`src/design/index_to_radix_digits_macros.svh`:
```
// Assertion macros shared by the index_to_radix_digits modules
`ifndef INDEX_TO_RADIX_DIGITS_MACROS_SVH
`define INDEX_TO_RADIX_DIGITS_MACROS_SVH
`ifndef SYNTHESIS
`define ITRD_ASSERT_IMP(label, ante, cons, msg) \
    label: assert property (@(posedge clk) disable iff (!rst_n) (ante) |-> (cons)) \
        else $error(msg);
`define ITRD_ASSERT_NXT(label, ante, cons, msg) \
    label: assert property (@(posedge clk) disable iff (!rst_n) (ante) |=> (cons)) \
        else $error(msg);
`else
`define ITRD_ASSERT_IMP(label, ante, cons, msg)
`define ITRD_ASSERT_NXT(label, ante, cons, msg)
`endif
`endif

```
`src/design/itrd_pkg.sv`:
```
// Package with types, constants and helpers for index_to_radix_digits
`timescale 1ns / 1ps
`default_nettype none
package itrd_pkg;

    localparam int MAX_DIGITS_DEF  = 64;
    localparam int RADIX_WIDTH_DEF = 16;
    localparam int IDX_W           = 64;
    localparam int HALF_W          = IDX_W / 2;
    localparam int BIT_W           = $clog2(IDX_W);
    localparam int RADIX_REG_W     = 16;
    localparam int COUNT_W         = 7;
    localparam int DIGIT_W         = 16;
    localparam int POS_W           = 6;
    localparam int DATA_W          = 32;
    localparam int ADDR_W          = 3;

    typedef enum logic
    {
        REG_RADIX = 1'b0,
        REG_COUNT = 1'b1
    } reg_idx_t;

    typedef enum logic [2:0]
    {
        ST_IDLE,
        ST_PW_LO,
        ST_PW_HI,
        ST_PW_ACC,
        ST_CHECK,
        ST_DIV,
        ST_EMIT,
        ST_EMIT_OOR
    } state_t;

    typedef struct packed
    {
        logic             load;
        logic             mul_lo;
        logic             mul_hi;
        logic             mul_acc;
        logic             div_start;
        logic             div_step;
        logic             emit_digit;
        logic             emit_oor;
        logic             last;
        logic [POS_W-1:0] pos;
    } cmd_t;

    typedef struct packed
    {
        logic in_range;
        logic out_free;
    } sts_t;

    function automatic int radix_store_w(input int w);
        return (w < RADIX_REG_W) ? w : RADIX_REG_W;
    endfunction

endpackage
`default_nettype wire

```
`src/design/itrd_regs.sv`:
```
// Configuration registers with APB-style access and effective-value clamping
`timescale 1ns / 1ps
`default_nettype none
module itrd_regs #(
    parameter int MAX_DIGITS  = itrd_pkg::MAX_DIGITS_DEF,
    parameter int RADIX_WIDTH = itrd_pkg::RADIX_WIDTH_DEF
) (
    input  wire logic                                                  clk,
    input  wire logic                                                  rst_n,
    input  wire logic                                                  psel,
    input  wire logic                                                  penable,
    input  wire logic                                                  pwrite,
    input  wire logic [itrd_pkg::ADDR_W-1:0]                           paddr,
    input  wire logic [itrd_pkg::DATA_W-1:0]                           pwdata,
    output logic      [itrd_pkg::DATA_W-1:0]                           prdata,
    output logic                                                       pready,
    output logic      [itrd_pkg::radix_store_w(RADIX_WIDTH)-1:0]       eff_radix,
    output logic      [itrd_pkg::COUNT_W-1:0]                          eff_count
);
    import itrd_pkg::*;

    localparam int RW = radix_store_w(RADIX_WIDTH);

    logic [RW-1:0]      radix_reg;
    logic [COUNT_W-1:0] count_reg;
    reg_idx_t           sel;

    assign sel    = reg_idx_t'(paddr[ADDR_W-1]);
    assign pready = 1'b1;

    always_ff @(posedge clk or negedge rst_n)
    begin
        if (!rst_n)
        begin
            radix_reg <= RW'(2);
            count_reg <= COUNT_W'(1);
        end
        else if (psel && penable && pwrite)
        begin
            case (sel)
                REG_RADIX: radix_reg <= pwdata[RW-1:0];
                REG_COUNT: count_reg <= pwdata[COUNT_W-1:0];
                default:   ;
            endcase
        end
    end

    always_comb
    begin
        case (sel)
            REG_RADIX: prdata = DATA_W'(radix_reg);
            REG_COUNT: prdata = DATA_W'(count_reg);
            default:   prdata = '0;
        endcase
    end

    assign eff_radix = (radix_reg < RW'(2)) ? RW'(2) : radix_reg;

    always_comb
    begin
        if (count_reg == '0)
            eff_count = COUNT_W'(1);
        else if (count_reg > COUNT_W'(MAX_DIGITS))
            eff_count = COUNT_W'(MAX_DIGITS);
        else
            eff_count = count_reg;
    end

endmodule
`default_nettype wire

```
`src/design/itrd_ctrl.sv`:
```
// Controller state machine sequencing range check, digit divisions and result beats
`timescale 1ns / 1ps
`default_nettype none
`include "index_to_radix_digits_macros.svh"
module itrd_ctrl (
    input  wire logic                         clk,
    input  wire logic                         rst_n,
    input  wire logic                         tuple_valid,
    output logic                              tuple_ready,
    input  wire logic [itrd_pkg::COUNT_W-1:0] k,
    input  wire itrd_pkg::sts_t               sts,
    output itrd_pkg::cmd_t                    cmd
);
    import itrd_pkg::*;

    localparam logic [BIT_W-1:0] BIT_LAST = BIT_W'(IDX_W - 1);

    state_t             state_reg, state_next;
    logic [COUNT_W-1:0] cnt_reg, cnt_next;
    logic [BIT_W-1:0]   bit_reg, bit_next;
    logic [COUNT_W-1:0] k_m1;

    assign k_m1 = k - COUNT_W'(1);

    always_ff @(posedge clk or negedge rst_n)
    begin
        if (!rst_n)
        begin
            state_reg <= ST_IDLE;
            cnt_reg   <= '0;
            bit_reg   <= '0;
        end
        else
        begin
            state_reg <= state_next;
            cnt_reg   <= cnt_next;
            bit_reg   <= bit_next;
        end
    end

    always_comb
    begin
        state_next  = state_reg;
        cnt_next    = cnt_reg;
        bit_next    = bit_reg;
        cmd         = '0;
        tuple_ready = 1'b0;
        case (state_reg)
            ST_IDLE:
            begin
                tuple_ready = 1'b1;
                if (tuple_valid)
                begin
                    cmd.load   = 1'b1;
                    cnt_next   = '0;
                    state_next = ST_PW_LO;
                end
            end
            ST_PW_LO:
            begin
                cmd.mul_lo = 1'b1;
                state_next = ST_PW_HI;
            end
            ST_PW_HI:
            begin
                cmd.mul_hi = 1'b1;
                state_next = ST_PW_ACC;
            end
            ST_PW_ACC:
            begin
                cmd.mul_acc = 1'b1;
                if (cnt_reg == k_m1)
                begin
                    cnt_next   = '0;
                    state_next = ST_CHECK;
                end
                else
                begin
                    cnt_next   = cnt_reg + COUNT_W'(1);
                    state_next = ST_PW_LO;
                end
            end
            ST_CHECK:
            begin
                if (sts.in_range)
                begin
                    cmd.div_start = 1'b1;
                    bit_next      = '0;
                    state_next    = ST_DIV;
                end
                else
                begin
                    state_next = ST_EMIT_OOR;
                end
            end
            ST_DIV:
            begin
                cmd.div_step = 1'b1;
                bit_next     = bit_reg + BIT_W'(1);
                if (bit_reg == BIT_LAST)
                    state_next = ST_EMIT;
            end
            ST_EMIT:
            begin
                cmd.pos  = cnt_reg[POS_W-1:0];
                cmd.last = (cnt_reg == k_m1);
                if (sts.out_free)
                begin
                    cmd.emit_digit = 1'b1;
                    if (cmd.last)
                    begin
                        state_next = ST_IDLE;
                    end
                    else
                    begin
                        cnt_next      = cnt_reg + COUNT_W'(1);
                        cmd.div_start = 1'b1;
                        bit_next      = '0;
                        state_next    = ST_DIV;
                    end
                end
            end
            ST_EMIT_OOR:
            begin
                if (sts.out_free)
                begin
                    cmd.emit_oor = 1'b1;
                    state_next   = ST_IDLE;
                end
            end
            default:
            begin
                state_next = ST_IDLE;
            end
        endcase
    end

    `ITRD_ASSERT_IMP(a_emit_when_free, cmd.emit_digit || cmd.emit_oor, sts.out_free, "beat loaded into a full output register")
    `ITRD_ASSERT_NXT(a_last_to_idle, cmd.emit_digit && cmd.last, state_reg == ST_IDLE, "no return to idle after last digit")
    `ITRD_ASSERT_IMP(a_pos_in_count, cmd.emit_digit, COUNT_W'(cmd.pos) < k, "digit position beyond digit count")

endmodule
`default_nettype wire

```
`src/design/itrd_datapath.sv`:
```
// Datapath: power multiplier, restoring divider and output register
`timescale 1ns / 1ps
`default_nettype none
`include "index_to_radix_digits_macros.svh"
module itrd_datapath #(
    parameter int RADIX_WIDTH = itrd_pkg::RADIX_WIDTH_DEF
) (
    input  wire logic                                            clk,
    input  wire logic                                            rst_n,
    input  wire logic [itrd_pkg::IDX_W-1:0]                      tuple_index,
    input  wire logic [itrd_pkg::radix_store_w(RADIX_WIDTH)-1:0] radix,
    input  wire itrd_pkg::cmd_t                                  cmd,
    output itrd_pkg::sts_t                                       sts,
    output logic                                                 result_valid,
    input  wire logic                                            result_ready,
    output logic      [itrd_pkg::DIGIT_W-1:0]                    digit,
    output logic      [itrd_pkg::POS_W-1:0]                      position,
    output logic                                                 last,
    output logic                                                 out_of_range
);
    import itrd_pkg::*;

    localparam int RW = radix_store_w(RADIX_WIDTH);
    localparam int PW = HALF_W + RW;
    localparam int SW = IDX_W + RW;

    logic [IDX_W-1:0]   q_reg;
    logic [IDX_W-1:0]   p_reg;
    logic [PW-1:0]      mul_reg;
    logic [PW-1:0]      lo_reg;
    logic               sat_reg;
    logic [RW-1:0]      rem_reg;
    logic [DIGIT_W-1:0] digit_reg;
    logic [POS_W-1:0]   position_reg;
    logic               last_reg;
    logic               oor_reg;
    logic               out_valid_reg, out_valid_next;

    logic [HALF_W-1:0]  mul_in;
    logic [PW-1:0]      prod;
    logic [SW-1:0]      sum;
    logic               ovf;
    logic [RW:0]        trial;
    logic [RW:0]        trial_sub;
    logic               ge;

    assign mul_in = cmd.mul_hi ? p_reg[IDX_W-1:HALF_W] : p_reg[HALF_W-1:0];
    assign prod   = PW'(mul_in) * PW'(radix);
    assign sum    = {mul_reg, HALF_W'(0)} + SW'(lo_reg);
    assign ovf    = |sum[SW-1:IDX_W];

    assign trial     = {rem_reg, q_reg[IDX_W-1]};
    assign trial_sub = trial - (RW+1)'(radix);
    assign ge        = (trial >= (RW+1)'(radix));

    assign sts.in_range = sat_reg || (q_reg < p_reg);
    assign sts.out_free = !out_valid_reg || result_ready;

    always_ff @(posedge clk)
    begin
        if (cmd.load)
        begin
            q_reg   <= tuple_index;
            p_reg   <= IDX_W'(1);
            sat_reg <= 1'b0;
        end
        if (cmd.mul_lo)
            mul_reg <= prod;
        if (cmd.mul_hi)
        begin
            lo_reg  <= mul_reg;
            mul_reg <= prod;
        end
        if (cmd.mul_acc && !sat_reg)
        begin
            if (ovf)
                sat_reg <= 1'b1;
            else
                p_reg <= sum[IDX_W-1:0];
        end
        if (cmd.div_start)
            rem_reg <= '0;
        if (cmd.div_step)
        begin
            rem_reg <= ge ? trial_sub[RW-1:0] : trial[RW-1:0];
            q_reg   <= {q_reg[IDX_W-2:0], ge};
        end
        if (cmd.emit_digit)
        begin
            digit_reg    <= DIGIT_W'(rem_reg);
            position_reg <= cmd.pos;
            last_reg     <= cmd.last;
            oor_reg      <= 1'b0;
        end
        if (cmd.emit_oor)
        begin
            digit_reg    <= '0;
            position_reg <= '0;
            last_reg     <= 1'b1;
            oor_reg      <= 1'b1;
        end
    end

    always_comb
    begin
        out_valid_next = out_valid_reg;
        if (cmd.emit_digit || cmd.emit_oor)
            out_valid_next = 1'b1;
        else if (result_ready)
            out_valid_next = 1'b0;
    end

    always_ff @(posedge clk or negedge rst_n)
    begin
        if (!rst_n)
            out_valid_reg <= 1'b0;
        else
            out_valid_reg <= out_valid_next;
    end

    assign result_valid = out_valid_reg;
    assign digit        = digit_reg;
    assign position     = position_reg;
    assign last         = last_reg;
    assign out_of_range = oor_reg;

    `ITRD_ASSERT_NXT(a_oor_beat, cmd.emit_oor, out_valid_reg && oor_reg && last_reg && (digit_reg == '0), "bad out-of-range beat")

endmodule
`default_nettype wire

```
`src/design/index_to_radix_digits.sv`:
```
// Top level: converts a 64-bit tuple index into its base-radix digits
//
// Input channel tuple_valid/tuple_ready carries one 64-bit tuple_index per beat.
// Output channel result_valid/result_ready carries one digit beat per position,
// least significant first, with last set on the final beat of an index. An index
// not below radix^digit_count gives a single beat with out_of_range and last set.
// radix and digit_count are written over the APB-style port; the user must write
// them only while idle, as the block does not enforce it. With k the effective
// digit count, the range check runs k steps of a shared 32-bit-half multiplier;
// each digit then takes one pass of a one-bit-per-cycle restoring divider over
// the 64-bit index and a load of the output register.
// The next index is accepted while the last beat still waits in the output
// register. A stalled receiver holds the divider in its emit step until the
// output register frees. Reset returns the controller to idle, empties the output
// register and sets radix to 2 and digit_count to 1.
`timescale 1ns / 1ps
`default_nettype none
module index_to_radix_digits #(
    parameter int MAX_DIGITS  = itrd_pkg::MAX_DIGITS_DEF,
    parameter int RADIX_WIDTH = itrd_pkg::RADIX_WIDTH_DEF
) (
    input  wire logic                          clk,
    input  wire logic                          rst_n,
    input  wire logic                          psel,
    input  wire logic                          penable,
    input  wire logic                          pwrite,
    input  wire logic [itrd_pkg::ADDR_W-1:0]   paddr,
    input  wire logic [itrd_pkg::DATA_W-1:0]   pwdata,
    output logic      [itrd_pkg::DATA_W-1:0]   prdata,
    output logic                               pready,
    input  wire logic                          tuple_valid,
    output logic                               tuple_ready,
    input  wire logic [itrd_pkg::IDX_W-1:0]    tuple_index,
    output logic                               result_valid,
    input  wire logic                          result_ready,
    output logic      [itrd_pkg::DIGIT_W-1:0]  digit,
    output logic      [itrd_pkg::POS_W-1:0]    position,
    output logic                               last,
    output logic                               out_of_range
);
    import itrd_pkg::*;

    localparam int RW = radix_store_w(RADIX_WIDTH);

    logic [RW-1:0]      eff_radix;
    logic [COUNT_W-1:0] eff_count;
    cmd_t               cmd;
    sts_t               sts;

    itrd_regs #(
        .MAX_DIGITS  (MAX_DIGITS),
        .RADIX_WIDTH (RADIX_WIDTH)
    ) u_regs (
        .clk       (clk),
        .rst_n     (rst_n),
        .psel      (psel),
        .penable   (penable),
        .pwrite    (pwrite),
        .paddr     (paddr),
        .pwdata    (pwdata),
        .prdata    (prdata),
        .pready    (pready),
        .eff_radix (eff_radix),
        .eff_count (eff_count)
    );

    itrd_ctrl u_ctrl (
        .clk         (clk),
        .rst_n       (rst_n),
        .tuple_valid (tuple_valid),
        .tuple_ready (tuple_ready),
        .k           (eff_count),
        .sts         (sts),
        .cmd         (cmd)
    );

    itrd_datapath #(
        .RADIX_WIDTH (RADIX_WIDTH)
    ) u_datapath (
        .clk          (clk),
        .rst_n        (rst_n),
        .tuple_index  (tuple_index),
        .radix        (eff_radix),
        .cmd          (cmd),
        .sts          (sts),
        .result_valid (result_valid),
        .result_ready (result_ready),
        .digit        (digit),
        .position     (position),
        .last         (last),
        .out_of_range (out_of_range)
    );

endmodule
`default_nettype wire

```
`config.mk`:
```
export PLATFORM = sky130hd
export DESIGN_NAME = index_to_radix_digits
export DESIGN_NICKNAME = d
export VERILOG_FILES = /design/src/design/itrd_pkg.sv /design/src/design/itrd_regs.sv /design/src/design/itrd_ctrl.sv /design/src/design/itrd_datapath.sv /design/src/design/index_to_radix_digits.sv
export VERILOG_INCLUDE_DIRS = /design/src /design/src/design
export SDC_FILE = /design/constraint.sdc
export NUM_CORES = 2
export LEC_CHECK = 0
export ABC_CLOCK_PERIOD_IN_PS = 13800
export BUFFER_PORTS_ARGS = -buffer_cell sky130_fd_sc_hd__buf_2
export CORE_MARGIN = 8
export CORE_UTILIZATION = 43
export CTS_CLUSTER_DIAMETER = 100
export DETAILED_ROUTE_END_ITERATION = 12
export HOLD_SLACK_MARGIN = 0.15
export SYNTH_ARGS = -nofsm -noshare
export SYNTH_HDL_FRONTEND = slang
export SYNTH_SLANG_ARGS = --single-unit
```
`constraint.sdc`:
```
create_clock -name clk -period 13.8 [get_ports clk]
set_clock_uncertainty 0.15 [all_clocks]
set_input_delay 0 -clock clk [delete_from_list [all_inputs] [get_ports clk]]
set_output_delay 0 -clock clk [all_outputs]
set_load 0.02 [all_outputs]
```
# Word-level counts from Yosys, hierarchy flattened
# Index checks and enable logic that the tools add are counted.
# word_totals
n_memories,0
ram_bits,0
romBits,0
output_inout_bits,59
inputBits,106
ff_bits,305
latchBits,0
elab_cells,116
# op_classes
div_mod_pow,0
reduce_logical,22
bitwise,1
eq_ne,15
multipliers,1
shift,0
mux,52
addsub,5
n_lt_le_gt_ge,4
# ops
cell,n
two-way mux 64 bit,5
two-way mux 48 bit,2
adder 80 x 48 -> 80 bit,1
< comparator 64 bit,1
two-way mux 16 bit,4
case mux 32 bit (2 select lines),1
two-way mux 7 bit,7
multiplier 32 x 16 -> 48 bit,1
two-way mux 32 bit,1
case mux 3 bit (8 select lines),1
case mux 7 bit (3 select lines),1
two-way mux 1 bit,18
two-way mux 3 bit,6
two-way mux 6 bit,3
case mux 6 bit (3 select lines),1
greater-or-equal comparator 17 x 16 -> 1 bit,1
< comparator 16 x 2 -> 1 bit (second input constant),1
OR reduction 16 bit,1
subtractor 16 bit,1
== test 3 bit (second input constant),4
AND reduction 4 bit,3
!= test 2 bit (second input constant),5
nonzero test 2 bit,4
adder 7 x 1 -> 7 bit (second input constant),1
other kinds (18),26

# Logic depth before layout (Yosys ltp)
# depth
ltp_word,10
ltp_mapped,31
mapped_depth_nobuf,27

# Hierarchy
# A second synthesis with hierarchy kept.
# unflattened
cells_unflattened,3371
area_unflattened_um2,32482.4
# modules_own_cells
mod,cells_each,instances,area_per_inst_um2,seq_area_each_um2
itrd_datapath,3088,1,29728.5,7091.8
itrd_ctrl,166,1,1398.8,400.4
itrd_regs,117,1,1355.0,578.1

# Least setup slack after synthesis
# No wires, ideal clock.
# synth_timing
kind,reg2reg
start,reg u_ctrl.state_reg[1]
end,"reg u_datapath.mul_reg[45], data pin"
synth_period_minus_slack_ns,9.773
t_arrival_ns,9.364
required_time_ns,13.391
setup_time_ns,0.259
n_path_buf,4
setup_slack_ns,4.027
stages_incl_launch_ff,27
path_cell_list,dfrtp_1 clkbuf_1 nor3b_1 clkbuf_1 clkbuf_1 clkbuf_1 a21oi_1 nor2_1 fa_1 fa_1 fa_1 fa_1 fa_1 inv_1 fa_1 inv_1 ha_1 nand2_1 o21bai_1 a311o_2 a21oi_2 nand3_2 a32oi_4 a2111oi_4 o41ai_2 a31oi_1 xnor2_1
# synth_between
elab_chain_len,6
# synth_rtl
item,line,source
"start, declared",itrd_ctrl.sv:18,"state_t state_reg, state_next;"
"start signal, assigned",itrd_ctrl.sv:35,state_reg <= state_next;
== test 3 x 2 -> 1 bit (*),itrd_ctrl.sv:48,case (state_reg)
two-way mux 1 bit (*),itrd_ctrl.sv:48,
two-way mux 32 bit (*),itrd_datapath.sv:47,assign mul_in = cmd.mul_hi ? p_reg[IDX_W-1:HALF_W] : p_reg[HALF_W-1:0];
multiplier 32 x 16 -> 48 bit (*),itrd_datapath.sv:48,assign prod = PW'(mul_in) * PW'(radix);
named net u_datapath.prod[45],itrd_datapath.sv:40,logic [PW-1:0] prod;
two-way mux 48 bit,itrd_datapath.sv:67,if (cmd.mul_lo)
two-way mux 48 bit (*),itrd_datapath.sv:69,if (cmd.mul_hi)
"end signal, assigned",itrd_datapath.sv:68,mul_reg <= prod;
"end signal, assigned",itrd_datapath.sv:72,mul_reg <= prod;
"end, declared",itrd_datapath.sv:29,logic [PW-1:0] mul_reg;
# The timed path passes the listed nets; every way through them passes the cells marked *. The select of a mux whose other input is x is not followed.
# A chain may end at the register's enable or synchronous reset.

# Worst setup path in the final report
# layout_timing
start,reg u_ctrl.state_reg[1]
end,"reg u_datapath.mul_reg[40], data pin"
# The elaborated chain is that of the path after synthesis.

==> summary.md <==
| Metric | Value |
|---|---|
| Shortest period the worst path allows | `10050 ps` |
| Number of top-level pins | `165` |
| Cell area after placement | `approximately 33000 sq um` |
| Summed negative setup slack over all endpoints | `0 ps` |
| Overall power consumption | `5810 uW` |
| Die area | `a little over 80000 sq um` |
| Final routed DRC violation total | `0` |
| Post-detailed-route count of antenna-violating nets | `0` |
| Power share of the clock group | `0.172` |
| RePlAce Congestion | `roughly 0.9` |
| Pin slew with the least headroom to its limit | `approximately 1200 ps` |
| Seq pwr share | `0.275` |
| Met1 Wirelength | `40.3 mm` |
| Fin crit share | `0.728` |
| Top routing layer used | `met4` |
| Crit path capture type | `register` |
| First-iteration detailed-routing DRC count | `1590` |
| Count of placed standard cells in the final layout, fillers left out | `4742` |
| Maximum level of the CTS H-tree | `2` |
| Routed via count divided by cell count | `about 5.2` |
| Post-synth EDFFs | `176` |
| Relative slew margins | `0.206` |
| Hold Path Class | `input port to register` |
| Biggest area contributors in the synthesized netlist | `sky130_fd_sc_hd__fa_1 (27%), sky130_fd_sc_hd__edfxtp_1 (17%), sky130_fd_sc_hd__nand2_1 (8.8%)` |
| Height of the die | `287 microns` |
| Final number of hold-violating endpoints | `0` |
| Worst-path maximum fanout | `67` |
| Met2 routed WL | `around 44 mm` |
| Power per standard cell area | `160 nW/um^2` |
| Leading cell types in the layout, fill and taps excluded | `sky130_fd_sc_hd__nand2_1 (741), sky130_fd_sc_hd__inv_1 (547), sky130_fd_sc_hd__fa_1 (420)` |
| Flip-flop and latch count after synthesis | `between 300 and 400` |
| Setup Viol. Count Final | `0` |
| Clk sinks | `305` |
| Setup repair after global routing missed its margin | `no` |
| Area of the multi-input gates | `21000 sq um` |
| Via count of the first global-routing pass | `25800` |
| Number of nets at the end of the flow | `between 4000 and 5000` |
| Area Growth Syn to Fin | `14.7%` |
| CTS tree | `yes` |
| Area inside the core boundary | `73000 sq um` |
| Arrival time at the worst endpoint | `between 10000 and 15000 ps` |
| Type of origin of the critical path | `register` |
| Starting utilization of the core area | `0.434` |
| Warnings from Yosys | `0` |
| Antenna violations before repair | `2` |
| Pin count of the biggest net entering global routing | `100` |
| Sequential share of the synthesized area | `0.255` |
| Clock Path Buffers | `3` |
| Maximum cell stage delay along the critical path | `780 ps` |
| Combinational cell fraction of total power | `0.554` |
| Max-slew violations | `0` |
| Number of instances in the synthesized netlist | `3500` |
| Via count | `~25000` |
| HPWL Detailed | `between 70 and 80 mm` |
| Critical path's most frequent cell | `sky130_fd_sc_hd__fa_1` |
| Pre-Repair DR Iteration Count | `6` |
| Result of the run | `complete, no violations` |
| Required @ worst endpoint | `13960 ps` |
| Share of final-layout standard cells stronger than drive strength 1 | `0.0841` |
| Register clock-pin slew on the reported worst setup and hold paths | `60 ps` |
| Final Cell Area | `36400 sq um` |
| DIE WIDTH | `287 microns` |
| CTS buffer count | `38` |
| Average detailed-routed wire length per instance | `20.1 microns` |
| Wire length on met3 | `7.27 mm` |
| Max frequency | `0.0995 GHz` |
| Area occupied by registers | `8070 sq um` |
| Leading cell type in the layout, fill and taps excluded | `sky130_fd_sc_hd__nand2_1` |
| Worst-case vdd ir drop | `124 uV` |
| Hold_ws | `around 190 ps` |
| Max-capacitance violation count | `0` |
| GRT Total Usage | `0.233` |
| Final global-route overflow total | `0` |
| Number of input and output port buffers inserted | `roughly 130` |
| Post-synthesis cell area | `31700 sq um` |
| Clk_lat worst skew | `a little under 600 ps` |
| Critical path class | `register to register` |
| Site row count | `between 90 and 100` |
| Root cell of the clock tree | `sky130_fd_sc_hd__clkbuf_16` |
| Largest area contributor in the netlist | `sky130_fd_sc_hd__fa_1` |
| Switching component of the power | `2720 uW` |
| Dominant synthesized flop cell | `sky130_fd_sc_hd__edfxtp_1` |
| Synth top area share | `0.265` |
| Number of distinct library cell variants in the gate-level netlist after synthesis | `82` |
| Switching portion of total power | `0.468` |
| Async S/R FF share, synth | `0.131` |
| Dpl cells | `4503` |
| Wire length of the first global-routing pass | `around 150 mm` |
| Leakage | `between 0.015 and 0.02 uW` |
| Count of cells resized by post-cts repair | `0` |
| Slowest cell on crit path | `sky130_fd_sc_hd__buf_4` |
| Internal power | `around 3100 uW` |
| Total wire length | `95.1 mm` |
| Count of fill cells added during filler insertion | `6843` |
| Average size of a mapped cell | `9.05 sq um` |
synthesized netlist by cell type (all sizes together) (5+ instances only):
cell type,n
nand4,39
a31oi,12
o41ai,5
o21bai,12
buf,30
nor2b,15
or3,6
clkbuf,126
fa,420
o211ai,7
xor2,42
inv,547
and2,123
and3,10
a21oi,96
a221oi,5
dfxtp,89
o21ai,135
nor2,209
dfrtp,38
edfxtp,176
o21a,19
clkinv,7
nand2,744
ha,218
nand2b,21
mux2,28
nor4,7
or2,5
a21o,63
nand3b,22
nor3,29
xnor2,65
mux2i,21
and4,6
a211oi,16
nand3,37
cell families after synthesis:
family,synth area share
compound gates,0.0812
xor+xnor,0.0296
fa+ha+maj,0.351
buf+inv,0.0874
flops,0.255
mux,0.0166
other cells,0.000237
simple gates,0.179
routing by layer:
metal | GRT usage | vias to the layer above
met4 | 0.0787 | 0
met5 | 0 | -
met1 | 0.307 | 12300
met3 | 0.0492 | 156
li1 | - | 11600
met2 | 0.379 | 789
power groups by stage:
stage               logic (uW)  clock network [uW]  registers, uW
floorplan                 2180                   0           1530
global placement          3130                   0           1600
detailed placement        3170                   0           1600
CTS                       3220                1020           1590
global route              3590                1050           1620
finish                    3210                 998           1590
what timing repair did:
item,in CTS,in global routing
buffers inserted,0,0
hold endpoints to repair,229,0
endpoints found under the setup margin,0,0
hold buffers,170,0
stage by stage:
stage,utilization,setup WS (ps)
global placement,0.458,4000
finish,0.498,3750
floorplan,-,4030
global route,0.498,3190
detailed placement,0.458,3870
CTS,0.498,3880
area by class of cell:
class                      instances  share of cell area
multi-input combinational       2500               0.577
antenna                            1           0.0000688
timing repair buffer             355              0.0766
clock inverter                    17             0.00575
tap                              959              0.0330
sequential                       305               0.222
clock buffer                      51              0.0281
inverter                         554              0.0572
worst max-delay path: cells and delay by family, from the launching register on:
kind                       cells  cell delay (ps)
AOI/OAI and AO/OA              7             2370
xor gates and xnor gates       1              430
adders and majority gates      7             3530
buffers and inverters          6             1510
DFF                            1              720
and+or+nand+nor                5              940
path summary, 6_finish.rpt:
| path | endpoint | slack, ps | cells after the start | startpoint |
|---|---|---|---|---|
| min in group asynchronous | u_regs.count_reg[0] | 490 | 3 | rst_n |
| worst max register to register | u_datapath.mul_reg[40] | 3750 | 26 | u_ctrl.state_reg[1] |
| max in group asynchronous | u_regs.radix_reg[3] | 12760 | 4 | rst_n |
| worst min register to register | u_datapath.digit[0] | 280 | 2 | u_datapath.digit[0] |
| worst min-delay path | u_datapath.result_valid | 190 | 4 | result_ready |
| worst max-delay path | u_datapath.mul_reg[40] | 3750 | 26 | u_ctrl.state_reg[1] |
(Power assumes the default switching activity.)
